==> config.mk <==
export PLATFORM = sky130hd
export DESIGN_NAME = typec_connection_state_machine_top
export DESIGN_NICKNAME = d
export VERILOG_FILES = /design/src/rtl/core/tcsm_pkg.sv /design/src/rtl/core/typec_connection_state_machine_top.sv /design/src/rtl/core/tcsm_cfg.sv /design/src/rtl/core/tcsm_in_reg.sv /design/src/rtl/core/tcsm_step.sv /design/src/rtl/core/tcsm_out_reg.sv
export SDC_FILE = /design/constraint.sdc
export NUM_CORES = 1
export LEC_CHECK = 0
export BUFFER_PORTS_ARGS = -buffer_cell sky130_fd_sc_hd__buf_2
export CORE_MARGIN = 5
export CORE_UTILIZATION = 40
export DETAILED_ROUTE_END_ITERATION = 12
export GPL_TIMING_DRIVEN = 0
export PLACE_DENSITY = 0.53
export SLEW_MARGIN = 5
export SYNTH_ARGS = -nofsm -noshare
export SYNTH_HDL_FRONTEND = slang
export SYNTH_SLANG_ARGS = --single-unit
==> constraint.sdc <==
create_clock -name clk -period 8.6 [get_ports clk]
set_input_delay 1.29 -clock clk [delete_from_list [all_inputs] [get_ports clk]]
set_output_delay 1.29 -clock clk [all_outputs]
set_load 0.05 [all_outputs]
==> src/rtl/core/tcsm_pkg.sv <==
// Shared types and codes for the Type-C connection state machine.
// Used by every module of the block; depends on nothing else.
`default_nettype none

package tcsm_pkg;

  // Termination codes driven on CC.
  localparam logic [1:0] CC_OPEN = 2'd0;
  localparam logic [1:0] CC_RD   = 2'd1;
  localparam logic [1:0] CC_RP   = 2'd2;
  localparam logic [1:0] CC_TOG  = 2'd3;

  // Sampled CC status codes.
  localparam logic [2:0] CCS_OPEN = 3'd0;
  localparam logic [2:0] CCS_RD   = 3'd1;

  // Connection event codes.
  localparam logic [1:0] EVT_NONE     = 2'd0;
  localparam logic [1:0] EVT_TRY      = 2'd1;
  localparam logic [1:0] EVT_ATTACHED = 2'd2;
  localparam logic [1:0] EVT_DETACHED = 2'd3;

  // Role mode and toggle result codes.
  localparam logic [1:0] ROLE_SRC    = 2'd1;
  localparam logic [1:0] ROLE_DRP    = 2'd2;
  localparam logic [1:0] TOG_SNK     = 2'd1;
  localparam logic [1:0] TOG_SRC     = 2'd2;

  // Option flag bit positions.
  localparam int OPT_DEAD_BATT = 0;
  localparam int OPT_TRY_SRC   = 1;
  localparam int OPT_TRY_SNK   = 2;

  // Timeout and try limit constants.
  localparam logic [15:0] TOGGLE_TIMEOUT = 16'd40;
  localparam logic [2:0]  TRY_LIMIT      = 3'd5;

  // Configuration register file contents.
  typedef struct packed {
    logic [1:0]  role_mode;
    logic [15:0] cc_debounce_ticks;
    logic [15:0] pd_debounce_ticks;
    logic [15:0] try_cc_debounce_ticks;
    logic [15:0] drp_try_ticks;
    logic [15:0] drp_trywait_ticks;
    logic [15:0] error_recovery_ticks;
    logic [2:0]  option_flags;
  } cfg_t;

  // One input tick.
  typedef struct packed {
    logic [2:0] cc1_status;
    logic [2:0] cc2_status;
    logic       vbus_present;
    logic       vbus_safe5v;
    logic [1:0] toggle_result;
    logic       hold_for_swap;
    logic       force_recovery;
  } tick_t;

  // One result item.
  typedef struct packed {
    logic [3:0] conn_state;
    logic [1:0] cc_drive;
    logic       polarity;
    logic       gate_enable;
    logic       dummy_load;
    logic       power_role;
    logic [1:0] conn_event;
  } result_t;

endpackage

`default_nettype wire

==> src/rtl/core/typec_connection_state_machine_top.sv <==
// Top level of the USB Type-C connection state machine, one tick per beat.
// An accepted tick waits in the input register; its result is registered in the
// result register when that register has room.
// Throughput: one tick per cycle while the result channel is not stalled; the state
// update is one registered step between the input register and the result register.
// Reset: configuration returns to defaults, the state to sink unattached with
// its entry pending, and both stages empty. Depends on tcsm_pkg and submodules.
`default_nettype none

module typec_connection_state_machine_top
  import tcsm_pkg::*;
(
  input  wire logic        clk,
  input  wire logic        rst,
  // Configuration write port.
  input  wire logic        cfg_write,
  input  wire logic [2:0]  cfg_index,
  input  wire logic [15:0] cfg_data,
  // Input tick channel.
  input  wire logic        in_valid,
  output logic             in_ready,
  input  wire logic [2:0]  cc1_status,
  input  wire logic [2:0]  cc2_status,
  input  wire logic        vbus_present,
  input  wire logic        vbus_safe5v,
  input  wire logic [1:0]  toggle_result,
  input  wire logic        hold_for_swap,
  input  wire logic        force_recovery,
  // Result channel.
  output logic             out_valid,
  input  wire logic        out_ready,
  output logic [3:0]       conn_state,
  output logic [1:0]       cc_drive,
  output logic             polarity,
  output logic             gate_enable,
  output logic             dummy_load,
  output logic             power_role,
  output logic [1:0]       conn_event
);

  cfg_t    cfg;
  tick_t   in_tick, held_tick;
  result_t step_result, out_result;
  logic    held_valid, load_ready, advance;

  // Pack the input fields into one beat.
  always_comb begin
    in_tick.cc1_status     = cc1_status;
    in_tick.cc2_status     = cc2_status;
    in_tick.vbus_present   = vbus_present;
    in_tick.vbus_safe5v    = vbus_safe5v;
    in_tick.toggle_result  = toggle_result;
    in_tick.hold_for_swap  = hold_for_swap;
    in_tick.force_recovery = force_recovery;
  end

  // A held tick moves to the result register when that register has room.
  assign advance = held_valid && load_ready;

  tcsm_cfg u_cfg (
    .clk       (clk),
    .rst       (rst),
    .cfg_write (cfg_write),
    .cfg_index (cfg_index),
    .cfg_data  (cfg_data),
    .cfg       (cfg)
  );

  tcsm_in_reg u_in_reg (
    .clk        (clk),
    .rst        (rst),
    .in_valid   (in_valid),
    .in_ready   (in_ready),
    .in_tick    (in_tick),
    .take       (advance),
    .held_valid (held_valid),
    .held_tick  (held_tick)
  );

  tcsm_step u_step (
    .clk     (clk),
    .rst     (rst),
    .cfg     (cfg),
    .tick    (held_tick),
    .advance (advance),
    .result  (step_result)
  );

  tcsm_out_reg u_out_reg (
    .clk         (clk),
    .rst         (rst),
    .load        (held_valid),
    .load_ready  (load_ready),
    .load_result (step_result),
    .out_valid   (out_valid),
    .out_ready   (out_ready),
    .out_result  (out_result)
  );

  // Unpack the result beat onto the output fields.
  assign conn_state  = out_result.conn_state;
  assign cc_drive    = out_result.cc_drive;
  assign polarity    = out_result.polarity;
  assign gate_enable = out_result.gate_enable;
  assign dummy_load  = out_result.dummy_load;
  assign power_role  = out_result.power_role;
  assign conn_event  = out_result.conn_event;

endmodule

`default_nettype wire

==> src/rtl/core/tcsm_cfg.sv <==
// Configuration register file for the connection state machine.
// Depends on tcsm_pkg for the register struct.
`default_nettype none

module tcsm_cfg
  import tcsm_pkg::*;
(
  input  wire logic        clk,
  input  wire logic        rst,
  input  wire logic        cfg_write,
  input  wire logic [2:0]  cfg_index,
  input  wire logic [15:0] cfg_data,
  output cfg_t             cfg
);

  localparam logic [2:0] REG_ROLE_MODE   = 3'd0;
  localparam logic [2:0] REG_CC_DEB      = 3'd1;
  localparam logic [2:0] REG_PD_DEB      = 3'd2;
  localparam logic [2:0] REG_TRY_CC_DEB  = 3'd3;
  localparam logic [2:0] REG_TRY_TICKS   = 3'd4;
  localparam logic [2:0] REG_TRYWAIT     = 3'd5;
  localparam logic [2:0] REG_ERR_REC     = 3'd6;
  localparam logic [2:0] REG_OPTIONS     = 3'd7;

  // Register writes; reset loads the documented defaults.
  always_ff @(posedge clk) begin
    if (rst) begin
      cfg.role_mode             <= ROLE_DRP;
      cfg.cc_debounce_ticks     <= 16'd20;
      cfg.pd_debounce_ticks     <= 16'd2;
      cfg.try_cc_debounce_ticks <= 16'd2;
      cfg.drp_try_ticks         <= 16'd15;
      cfg.drp_trywait_ticks     <= 16'd60;
      cfg.error_recovery_ticks  <= 16'd5;
      cfg.option_flags          <= 3'd0;
    end else if (cfg_write) begin
      unique case (cfg_index)
        REG_ROLE_MODE:  cfg.role_mode             <= cfg_data[1:0];
        REG_CC_DEB:     cfg.cc_debounce_ticks     <= cfg_data;
        REG_PD_DEB:     cfg.pd_debounce_ticks     <= cfg_data;
        REG_TRY_CC_DEB: cfg.try_cc_debounce_ticks <= cfg_data;
        REG_TRY_TICKS:  cfg.drp_try_ticks         <= cfg_data;
        REG_TRYWAIT:    cfg.drp_trywait_ticks     <= cfg_data;
        REG_ERR_REC:    cfg.error_recovery_ticks  <= cfg_data;
        REG_OPTIONS:    cfg.option_flags          <= cfg_data[2:0];
        default:        cfg.option_flags          <= cfg.option_flags;
      endcase
    end
  end

endmodule

`default_nettype wire

==> src/rtl/core/tcsm_in_reg.sv <==
// Input register stage: holds one accepted tick until the step logic takes it.
// Depends on tcsm_pkg for the tick struct.
`default_nettype none

module tcsm_in_reg
  import tcsm_pkg::*;
(
  input  wire logic  clk,
  input  wire logic  rst,
  input  wire logic  in_valid,
  output logic       in_ready,
  input  wire tick_t in_tick,
  input  wire logic  take,
  output logic       held_valid,
  output tick_t      held_tick
);

  // Space is free when empty or when the held beat leaves this cycle.
  assign in_ready = !held_valid || take;

  always_ff @(posedge clk) begin
    if (rst) begin
      held_valid <= 1'b0;
    end else if (in_ready) begin
      held_valid <= in_valid;
    end
  end

  always_ff @(posedge clk) begin
    if (in_valid && in_ready) begin
      held_tick <= in_tick;
    end
  end

endmodule

`default_nettype wire

==> src/rtl/core/tcsm_step.sv <==
// Connection state registers and the single-tick next-state logic.
// Depends on tcsm_pkg for codes, configuration and item structs.
`default_nettype none

module tcsm_step
  import tcsm_pkg::*;
(
  input  wire logic  clk,
  input  wire logic  rst,
  input  wire cfg_t  cfg,
  input  wire tick_t tick,
  input  wire logic  advance,
  output result_t    result
);

  typedef enum logic [3:0] {
    ST_DISABLED = 4'd0,
    ST_SNK_UN   = 4'd1,
    ST_SNK_AW   = 4'd2,
    ST_SNK_AT   = 4'd3,
    ST_SRC_UN   = 4'd4,
    ST_SRC_AW   = 4'd5,
    ST_SRC_AT   = 4'd6,
    ST_DEBUG    = 4'd7,
    ST_TOGGLE   = 4'd8,
    ST_TRY_SNK  = 4'd9,
    ST_TW_SRC   = 4'd10,
    ST_TRY_SRC  = 4'd11,
    ST_TW_SNK   = 4'd12,
    ST_ERR      = 4'd13
  } state_t;

  state_t      state, state_next;
  logic        entry_pending, entry_pending_next;
  logic [15:0] tick_timer, tick_timer_next, timer_inc;
  logic [2:0]  last_cc1, last_cc1_next, last_cc2, last_cc2_next;
  logic        active_polarity, active_polarity_next;
  logic [2:0]  try_src_count, try_src_count_next;
  logic [2:0]  try_snk_count, try_snk_count_next;
  logic [1:0]  cc_drive, cc_drive_next;
  logic        gate, gate_next, dummy, dummy_next, src_role, src_role_next;
  logic [1:0]  conn_event;

  logic [2:0]  c1, c2, act_cc;
  logic        dual, cc_changed, snk_conn, snk_disc, src_conn, src_disc, both_rd;

  // Line conditions seen by this tick.
  assign c1         = tick.cc1_status;
  assign c2         = tick.cc2_status;
  assign act_cc     = active_polarity ? c2 : c1;
  assign cc_changed = active_polarity ? (c2 != last_cc2) : (c1 != last_cc1);
  assign snk_conn   = (c1 != CCS_OPEN) || (c2 != CCS_OPEN);
  assign snk_disc   = (act_cc == CCS_OPEN);
  assign src_conn   = (c1 == CCS_RD) != (c2 == CCS_RD);
  assign src_disc   = (act_cc != CCS_RD);
  assign both_rd    = (c1 == CCS_RD) && (c2 == CCS_RD);
  assign dual       = cfg.role_mode[1];

  // Saturating tick timer increment.
  assign timer_inc = (tick_timer == 16'hFFFF) ? tick_timer : tick_timer + 16'd1;

  // Next-state logic for one tick: entry action or exit evaluation.
  always_comb begin
    state_next           = state;
    entry_pending_next   = entry_pending;
    tick_timer_next      = tick_timer;
    last_cc1_next        = last_cc1;
    last_cc2_next        = last_cc2;
    active_polarity_next = active_polarity;
    try_src_count_next   = try_src_count;
    try_snk_count_next   = try_snk_count;
    cc_drive_next        = cc_drive;
    gate_next            = gate;
    dummy_next           = dummy;
    src_role_next        = src_role;
    conn_event           = EVT_NONE;

    if (tick.hold_for_swap) begin
      state_next = state;
    end else if (tick.force_recovery) begin
      state_next         = ST_ERR;
      entry_pending_next = 1'b1;
    end else if (entry_pending) begin
      // Entry actions of the current state.
      entry_pending_next = 1'b0;
      unique case (state)
        ST_DISABLED: cc_drive_next = CC_OPEN;
        ST_SNK_UN: begin
          cc_drive_next      = CC_RD;
          gate_next          = 1'b0;
          tick_timer_next    = 16'd0;
          try_snk_count_next = 3'd0;
        end
        ST_SNK_AW, ST_SRC_AW: begin
          tick_timer_next = 16'd0;
          dummy_next      = 1'b1;
        end
        ST_SNK_AT: begin
          tick_timer_next = 16'd0;
          gate_next       = 1'b1;
          src_role_next   = 1'b0;
          conn_event      = EVT_ATTACHED;
        end
        ST_SRC_UN: begin
          cc_drive_next      = CC_RP;
          src_role_next      = 1'b1;
          gate_next          = 1'b0;
          tick_timer_next    = 16'd0;
          try_snk_count_next = 3'd0;
          try_src_count_next = 3'd0;
        end
        ST_SRC_AT: begin
          tick_timer_next = 16'd0;
          gate_next       = 1'b1;
          src_role_next   = 1'b1;
          conn_event      = EVT_ATTACHED;
        end
        ST_DEBUG: state_next = state;
        ST_TOGGLE: begin
          gate_next     = 1'b0;
          src_role_next = 1'b0;
          cc_drive_next = CC_TOG;
        end
        ST_TRY_SNK, ST_TW_SNK: begin
          cc_drive_next   = CC_RD;
          tick_timer_next = 16'd0;
        end
        ST_TW_SRC, ST_TRY_SRC: begin
          cc_drive_next   = CC_RP;
          tick_timer_next = 16'd0;
        end
        ST_ERR: begin
          cc_drive_next      = CC_OPEN;
          try_snk_count_next = 3'd0;
          try_src_count_next = 3'd0;
          src_role_next      = 1'b0;
          tick_timer_next    = 16'd0;
        end
        default: begin
          state_next         = ST_ERR;
          entry_pending_next = 1'b1;
        end
      endcase
    end else begin
      // Exit evaluation; most states also record the CC sample.
      last_cc1_next = c1;
      last_cc2_next = c2;
      unique case (state)
        ST_SNK_UN: begin
          if (snk_conn) begin
            active_polarity_next = (c1 == CCS_OPEN);
            state_next           = ST_SNK_AW;
            entry_pending_next   = 1'b1;
            conn_event           = EVT_TRY;
          end else if (dual) begin
            tick_timer_next = timer_inc;
            if (timer_inc >= TOGGLE_TIMEOUT) begin
              tick_timer_next    = 16'd0;
              state_next         = ST_TOGGLE;
              entry_pending_next = 1'b1;
            end
          end
        end
        ST_SNK_AW: begin
          tick_timer_next = timer_inc;
          if (cc_changed) begin
            state_next         = ST_SNK_AW;
            entry_pending_next = 1'b1;
          end else if (timer_inc > cfg.pd_debounce_ticks && snk_disc) begin
            state_next         = ST_SNK_UN;
            entry_pending_next = 1'b1;
          end else if (timer_inc > cfg.pd_debounce_ticks) begin
            dummy_next = 1'b0;
            if (tick.vbus_present) begin
              entry_pending_next = 1'b1;
              if (dual && cfg.option_flags[OPT_TRY_SRC] &&
                  try_src_count < TRY_LIMIT && !cfg.option_flags[OPT_DEAD_BATT]) begin
                try_src_count_next = try_src_count + 3'd1;
                state_next         = ST_TRY_SRC;
              end else begin
                state_next = ST_SNK_AT;
              end
            end
          end
        end
        ST_SNK_AT: begin
          if (snk_disc) begin
            tick_timer_next = timer_inc;
            if (timer_inc > cfg.pd_debounce_ticks) begin
              gate_next          = 1'b0;
              state_next         = ST_SNK_UN;
              entry_pending_next = 1'b1;
              conn_event         = EVT_DETACHED;
            end
          end else begin
            tick_timer_next = 16'd0;
          end
        end
        ST_SRC_UN: begin
          if (src_conn) begin
            active_polarity_next = (c1 != CCS_RD);
            conn_event           = EVT_TRY;
            state_next           = ST_SRC_AW;
            entry_pending_next   = 1'b1;
          end else if (dual) begin
            tick_timer_next = timer_inc;
            if (timer_inc >= TOGGLE_TIMEOUT) begin
              tick_timer_next    = 16'd0;
              state_next         = ST_TOGGLE;
              entry_pending_next = 1'b1;
            end
          end
        end
        ST_SRC_AW: begin
          tick_timer_next = timer_inc;
          if (cc_changed) begin
            state_next         = ST_SRC_AW;
            entry_pending_next = 1'b1;
          end else if (timer_inc > cfg.pd_debounce_ticks && src_disc) begin
            state_next         = ST_SRC_UN;
            entry_pending_next = 1'b1;
          end else if (timer_inc > cfg.cc_debounce_ticks) begin
            dummy_next = 1'b0;
            if (both_rd) begin
              state_next         = ST_DEBUG;
              entry_pending_next = 1'b1;
            end else if (src_conn) begin
              if (dual && cfg.option_flags[OPT_TRY_SNK]) begin
                entry_pending_next = 1'b1;
                if (try_snk_count >= TRY_LIMIT) begin
                  state_next = ST_SRC_AT;
                end else begin
                  try_snk_count_next = try_snk_count + 3'd1;
                  state_next         = ST_TRY_SNK;
                end
              end else if (tick.vbus_safe5v) begin
                state_next         = ST_SRC_AT;
                entry_pending_next = 1'b1;
              end
            end
          end
        end
        ST_SRC_AT: begin
          if (src_disc) begin
            tick_timer_next = timer_inc;
            if (timer_inc > cfg.pd_debounce_ticks) begin
              state_next         = ST_SRC_UN;
              entry_pending_next = 1'b1;
              conn_event         = EVT_DETACHED;
            end
          end else begin
            tick_timer_next = 16'd0;
          end
        end
        ST_DEBUG: begin
          if (!both_rd) begin
            tick_timer_next = timer_inc;
            if (timer_inc > cfg.pd_debounce_ticks) begin
              state_next         = ST_SRC_UN;
              entry_pending_next = 1'b1;
            end
          end else begin
            tick_timer_next = 16'd0;
          end
        end
        ST_TOGGLE: begin
          last_cc1_next = last_cc1;
          last_cc2_next = last_cc2;
          if (tick.toggle_result == TOG_SNK) begin
            state_next         = ST_SNK_UN;
            entry_pending_next = 1'b1;
          end else if (tick.toggle_result == TOG_SRC) begin
            state_next         = ST_SRC_UN;
            entry_pending_next = 1'b1;
          end
        end
        ST_TRY_SNK: begin
          tick_timer_next = timer_inc;
          if (cc_changed) begin
            state_next         = ST_TRY_SNK;
            entry_pending_next = 1'b1;
          end else begin
            // The timeout check wins when both hold.
            if (snk_conn && timer_inc > cfg.try_cc_debounce_ticks) begin
              state_next         = ST_SNK_AT;
              entry_pending_next = 1'b1;
            end
            if (snk_disc && timer_inc > cfg.drp_trywait_ticks) begin
              state_next         = ST_TW_SRC;
              entry_pending_next = 1'b1;
            end
          end
        end
        ST_TW_SRC: begin
          tick_timer_next = timer_inc;
          if (cc_changed) begin
            state_next         = ST_TW_SRC;
            entry_pending_next = 1'b1;
          end else if (src_disc && timer_inc > cfg.pd_debounce_ticks) begin
            state_next         = ST_SRC_UN;
            entry_pending_next = 1'b1;
          end else if (src_conn && timer_inc > cfg.cc_debounce_ticks) begin
            state_next         = ST_SRC_AT;
            entry_pending_next = 1'b1;
          end
        end
        ST_TRY_SRC: begin
          tick_timer_next = timer_inc;
          if (cc_changed) begin
            state_next         = ST_TRY_SRC;
            entry_pending_next = 1'b1;
          end else begin
            if (src_conn && timer_inc > cfg.try_cc_debounce_ticks) begin
              state_next         = ST_SRC_AT;
              entry_pending_next = 1'b1;
            end
            if (src_disc && timer_inc > cfg.drp_try_ticks) begin
              state_next         = ST_TW_SNK;
              entry_pending_next = 1'b1;
            end
          end
        end
        ST_TW_SNK: begin
          tick_timer_next = timer_inc;
          if (cc_changed) begin
            state_next         = ST_TW_SNK;
            entry_pending_next = 1'b1;
          end else if (snk_disc && timer_inc > cfg.pd_debounce_ticks) begin
            state_next         = ST_SRC_UN;
            entry_pending_next = 1'b1;
          end else if (snk_conn && timer_inc > cfg.pd_debounce_ticks &&
                       tick.vbus_present) begin
            state_next         = ST_SNK_AT;
            entry_pending_next = 1'b1;
          end
        end
        ST_ERR: begin
          last_cc1_next   = last_cc1;
          last_cc2_next   = last_cc2;
          tick_timer_next = timer_inc;
          if (timer_inc > cfg.error_recovery_ticks) begin
            state_next         = (cfg.role_mode == ROLE_SRC) ? ST_SRC_UN : ST_SNK_UN;
            entry_pending_next = 1'b1;
          end
        end
        ST_DISABLED: begin
          last_cc1_next = last_cc1;
          last_cc2_next = last_cc2;
        end
        default: begin
          last_cc1_next      = last_cc1;
          last_cc2_next      = last_cc2;
          state_next         = ST_ERR;
          entry_pending_next = 1'b1;
        end
      endcase
    end
  end

  // State registers advance once per tick taken from the input stage.
  always_ff @(posedge clk) begin
    if (rst) begin
      state           <= ST_SNK_UN;
      entry_pending   <= 1'b1;
      tick_timer      <= 16'd0;
      last_cc1        <= 3'd0;
      last_cc2        <= 3'd0;
      active_polarity <= 1'b0;
      try_src_count   <= 3'd0;
      try_snk_count   <= 3'd0;
      cc_drive        <= CC_OPEN;
      gate            <= 1'b0;
      dummy           <= 1'b0;
      src_role        <= 1'b0;
    end else if (advance) begin
      state           <= state_next;
      entry_pending   <= entry_pending_next;
      tick_timer      <= tick_timer_next;
      last_cc1        <= last_cc1_next;
      last_cc2        <= last_cc2_next;
      active_polarity <= active_polarity_next;
      try_src_count   <= try_src_count_next;
      try_snk_count   <= try_snk_count_next;
      cc_drive        <= cc_drive_next;
      gate            <= gate_next;
      dummy           <= dummy_next;
      src_role        <= src_role_next;
    end
  end

  // Result reflects the state after this tick.
  always_comb begin
    result.conn_state  = state_next;
    result.cc_drive    = cc_drive_next;
    result.polarity    = active_polarity_next;
    result.gate_enable = gate_next;
    result.dummy_load  = dummy_next;
    result.power_role  = src_role_next;
    result.conn_event  = conn_event;
  end

endmodule

`default_nettype wire

==> src/rtl/core/tcsm_out_reg.sv <==
// Result register: holds one result beat until the consumer takes it.
// Depends on tcsm_pkg for the result struct.
`default_nettype none

module tcsm_out_reg
  import tcsm_pkg::*;
(
  input  wire logic    clk,
  input  wire logic    rst,
  input  wire logic    load,
  output logic         load_ready,
  input  wire result_t load_result,
  output logic         out_valid,
  input  wire logic    out_ready,
  output result_t      out_result
);

  // Room for a new beat when empty or when the current one is taken now.
  assign load_ready = !out_valid || out_ready;

  always_ff @(posedge clk) begin
    if (rst) begin
      out_valid <= 1'b0;
    end else if (load_ready) begin
      out_valid <= load;
    end
  end

  always_ff @(posedge clk) begin
    if (load && load_ready) begin
      out_result <= load_result;
    end
  end

endmodule

`default_nettype wire

==> metrics <==
Slowest cell on crit path a21oi_1; Crit. End Element flop; layout cells sized above 1 under 10%; status completed; worst hold stages 2; Finish-stage setup viols 0; global-route wire length before repair 54900 um; synthesis-stage register bit count 166; number of global-route vias before repair between 9000 and 10000; critical path peak fanout 7; Slew Viols, Final 0; top post-synthesis cells by area dfxtp_1 (27%), ha_1 (11%), nand2_1 (8.8%); FILL cells 2671; area leader, netlist dfxtp_1; mapped cell area 10600 um2; area grow syn2layout 11.7%; die area 29800 um2; CORE AREA ~26000 um2; most used cell, CP nor2_1; Gate power share 9.5%; Pre-Repair DR Iteration Count 5; Die Height roughly 170 um; diodes inserted 0; drt first-iter violations 827; Worst R2R Start u_step.tick_timer[1]$_SDFFE_PP0P_; Switching Share 27.8%; number of synthesized flops with an enable pin 24; Final Hold Slack 0.455 ns; cell family with most CP delay compound AO/OA/AOI/OAI gates; Setup WS post-layout 2.80 ns; worst ir drop on vdd approximately 0.00011 V; io pins 50; hpwl dp 26200 um; Post-Route WL 35200 um; Yosys cell types 76; # placed instances about 1700; crit path buf inv count 0; total track usage 23.3%; Adder-Cell Fraction of Synth Area 11.5%; period utilisation layout 67.4%; hold path start u_cfg.cfg[50]$_SDFFE_PP0P_; # clock sinks 166; Gate Count Post-Synth 1350; fin util between 40 and 50%; largest buffer count on any clock path 2; Final min period 5.80 ns; via count 9892; area share of the largest cell type after synthesis 26.9%; register area share after synthesis 33.7%; wire per inst 20.0 um; Reg2Reg Depth 15; initial core utilization 40.5%; post-route clock skew 0.0150 ns; Remaining Overflow, GRT 0; DRT antenna net count 0; CP startpoint kind flop; syn avg cell area 7.83 um2; Post-CTS Resized 0; die extent in x between 150 and 200 um; Power Density 152 nW/um2; arrival time worst endpoint 5.97 ns; Inserted Clock Buffers 17; Leak 4.49 nW; compound-cell area share of the yosys netlist slightly above 20%; largest family of logic cells by synthesized area simple AND/OR/NAND/NOR gates; critical path required time 8.77 ns; hold_buf cts 0; pin count of the biggest net entering global routing 22; Synth Area in XOR/XNOR 1.94%; max cap viols 0; dpl ws 2.89 ns; CTS H-tree depth 4; clock power share between 40% and 50%; final instance area 11800 um2; Power Internal 1.29 mW; CP peak stage delay between 1 and 1.5 ns; Nets 1546; Flop pwr share 45.7%; # rows 59; Hold Fails Final Rpt 0; clk_lat worst skew 0.44 ns; Setup Buffers After CTS 0; DRC violation count after routing 0; yosys warns 0; NetSw 498 uW; WP depth 15; fraction of the mapped netlist area in simple logic gates 23.7%; Crit Path Class flop to flop; fmax 0.172 GHz; initial antenna violation count 0; DP Area 11200 um2; Async SR Flop Fraction 0%; Worst-path clk slew 0.07 ns; mux contribution to synthesized area 2.05%; syn nets 1483; Final GP Congestion 0.937; Root Driver clkbuf_16; # port buffers 44; non-filler cells, final between 1500 and 2000; Tightest Pin Transition about 1.3 ns; CTS tree yes; RSZ-0062 raised after global routing no; main flop type after synthesis dfxtp_1; slew margin rel. 12.9%; crit-path cells ha_1, nand4_2, nor4_4, nor2_1, a21oi_1, ha_1, nand3_1, nor2_1, a2111oi_0, o221a_2, o21ai_4, a221o_1, o21bai_1, nor4_1, nor2_1; total power 1.79 mW; hold crit path type flop to flop; total negative slack 0 ns; Worst Setup SP u_step.tick_timer[1]$_SDFFE_PP0P_; vias per inst approximately 5.6
==> metal layers <==
layer | vias to the layer above | wire [um] | global-route usage (%) | share of wire (%)
met5 | - | 0 | 0 | 0
met4 | 0 | 610 | 6.04 | 1.7
met3 | 36 | 2330 | 4.48 | 6.6
met2 | 296 | 15000 | 34.1 | 43
met1 | 4673 | 17300 | 34.9 | 49
li1 | 4887 | - | - | -
==> cells in the final DEF (no fill, tap or decap), drive strengths merged, types with 16 or more instances in the layout <==
cell / synthesis / routed
nand2b: 18 / 18
edfxtp: 24 / 24
a211oi: 18 / 18
mux2i: 16 / 16
a21oi: 142 / 142
nand3: 35 / 35
inv: 110 / 117
a31oi: 17 / 17
nor2: 112 / 112
clkbuf: 57 / 75
dfxtp: 142 / 142
ha: 97 / 97
nor3: 18 / 18
o21ai: 49 / 49
buf: 15 / 59
nor4: 16 / 16
nand2: 249 / 249
nand4: 28 / 28
==> synth_stat cells, types with 6 or more instances <==
cell,instances
nand4_1,24
nand3b_1,6
buf_2,8
xor2_1,10
ha_1,97
nor3b_1,7
nand2b_1,18
dfxtp_1,142
nor2_1,112
a2111oi_0,7
clkbuf_1,57
o211ai_1,10
o21ai_0,48
xnor2_1,9
a211oi_1,17
o31ai_1,7
a31oi_1,17
nand2_1,248
mux2i_1,16
a22oi_1,12
nor4_1,12
a211o_1,14
nor3_1,17
a21o_1,6
a21oi_1,142
nor2b_1,13
nand3_1,34
inv_1,110
a221oi_1,6
edfxtp_1,24
==> worst reg2reg max path, stage by stage (launching register included) <==
cell and delay, ns:
dfxtp_1 0.45, ha_1 0.30, nand4_2 0.19, nor4_4 0.62, nor2_1 0.11, a21oi_1 1.01, ha_1 0.43, nand3_1 0.15
nor2_1 0.06, a2111oi_0 0.46, o221a_2 0.34, o21ai_4 0.12, a221o_1 0.38, o21bai_1 0.16, nor4_1 0.68, nor2_1 0.08
==> sequential cells by signal, indices dropped and copies added, names as in the netlist <==
name	count
u_cfg.cfg	101
u_step.tick_timer	16
u_step.active_polarity	1
u_step.gate	1
u_in_reg.held_valid	1
u_out_reg.out_valid	1
u_step.src_role	1
u_step.dummy	1
u_step.state	4
u_step.last_cc1	3
u_step.last_cc2	3
u_step.entry_pending	1
u_step.cc_drive	2
u_out_reg.out_result	12
u_step.try_src_count	3
u_in_reg.held_tick	12
u_step.try_snk_count	3
==> final cells by class <==
type | instances | area [um2] | share of cell area, %
multi-input cells | 1002 | 6280 | 53.3
flip-flops and latches | 166 | 3560 | 30.2
clock buffers | 18 | 429 | 3.64
well taps | 335 | 419 | 3.55
inverters | 110 | 413 | 3.50
plain buffers | 72 | 303 | 2.57
repair buffers | 44 | 220 | 1.87
clock inverters | 14 | 165 | 1.40
==> power by group through the flow <==
stage               clock network [mW]  registers, mW  logic [mW]
global placement                     0          0.834       0.168
detailed placement                   0          0.835       0.167
floorplan                            0          0.841      0.0946
finish                           0.802          0.817       0.170
CTS                              0.816          0.817       0.168
global route                     0.851          0.819       0.186
==> final timing paths <==
check	end	slack, ns
worst max-delay path	u_out_reg.out_result[8]$_DFFE_PP_	2.80
worst min-delay path	u_cfg.cfg[50]$_SDFFE_PP0P_	0.46
worst max register to register	u_out_reg.out_result[8]$_DFFE_PP_	2.80
worst min register to register	u_cfg.cfg[50]$_SDFFE_PP0P_	0.46
==> cells by family (layout without fill, tap and decap cells) <==
group | after synthesis | count (layout)
mux | 21 | 21
buf+inv | 182 | 258
xor+xnor | 21 | 21
compound gates | 333 | 333
fa+ha+maj | 97 | 97
flops | 166 | 166
simple gates | 530 | 530
(Power assumes the default switching activity.)
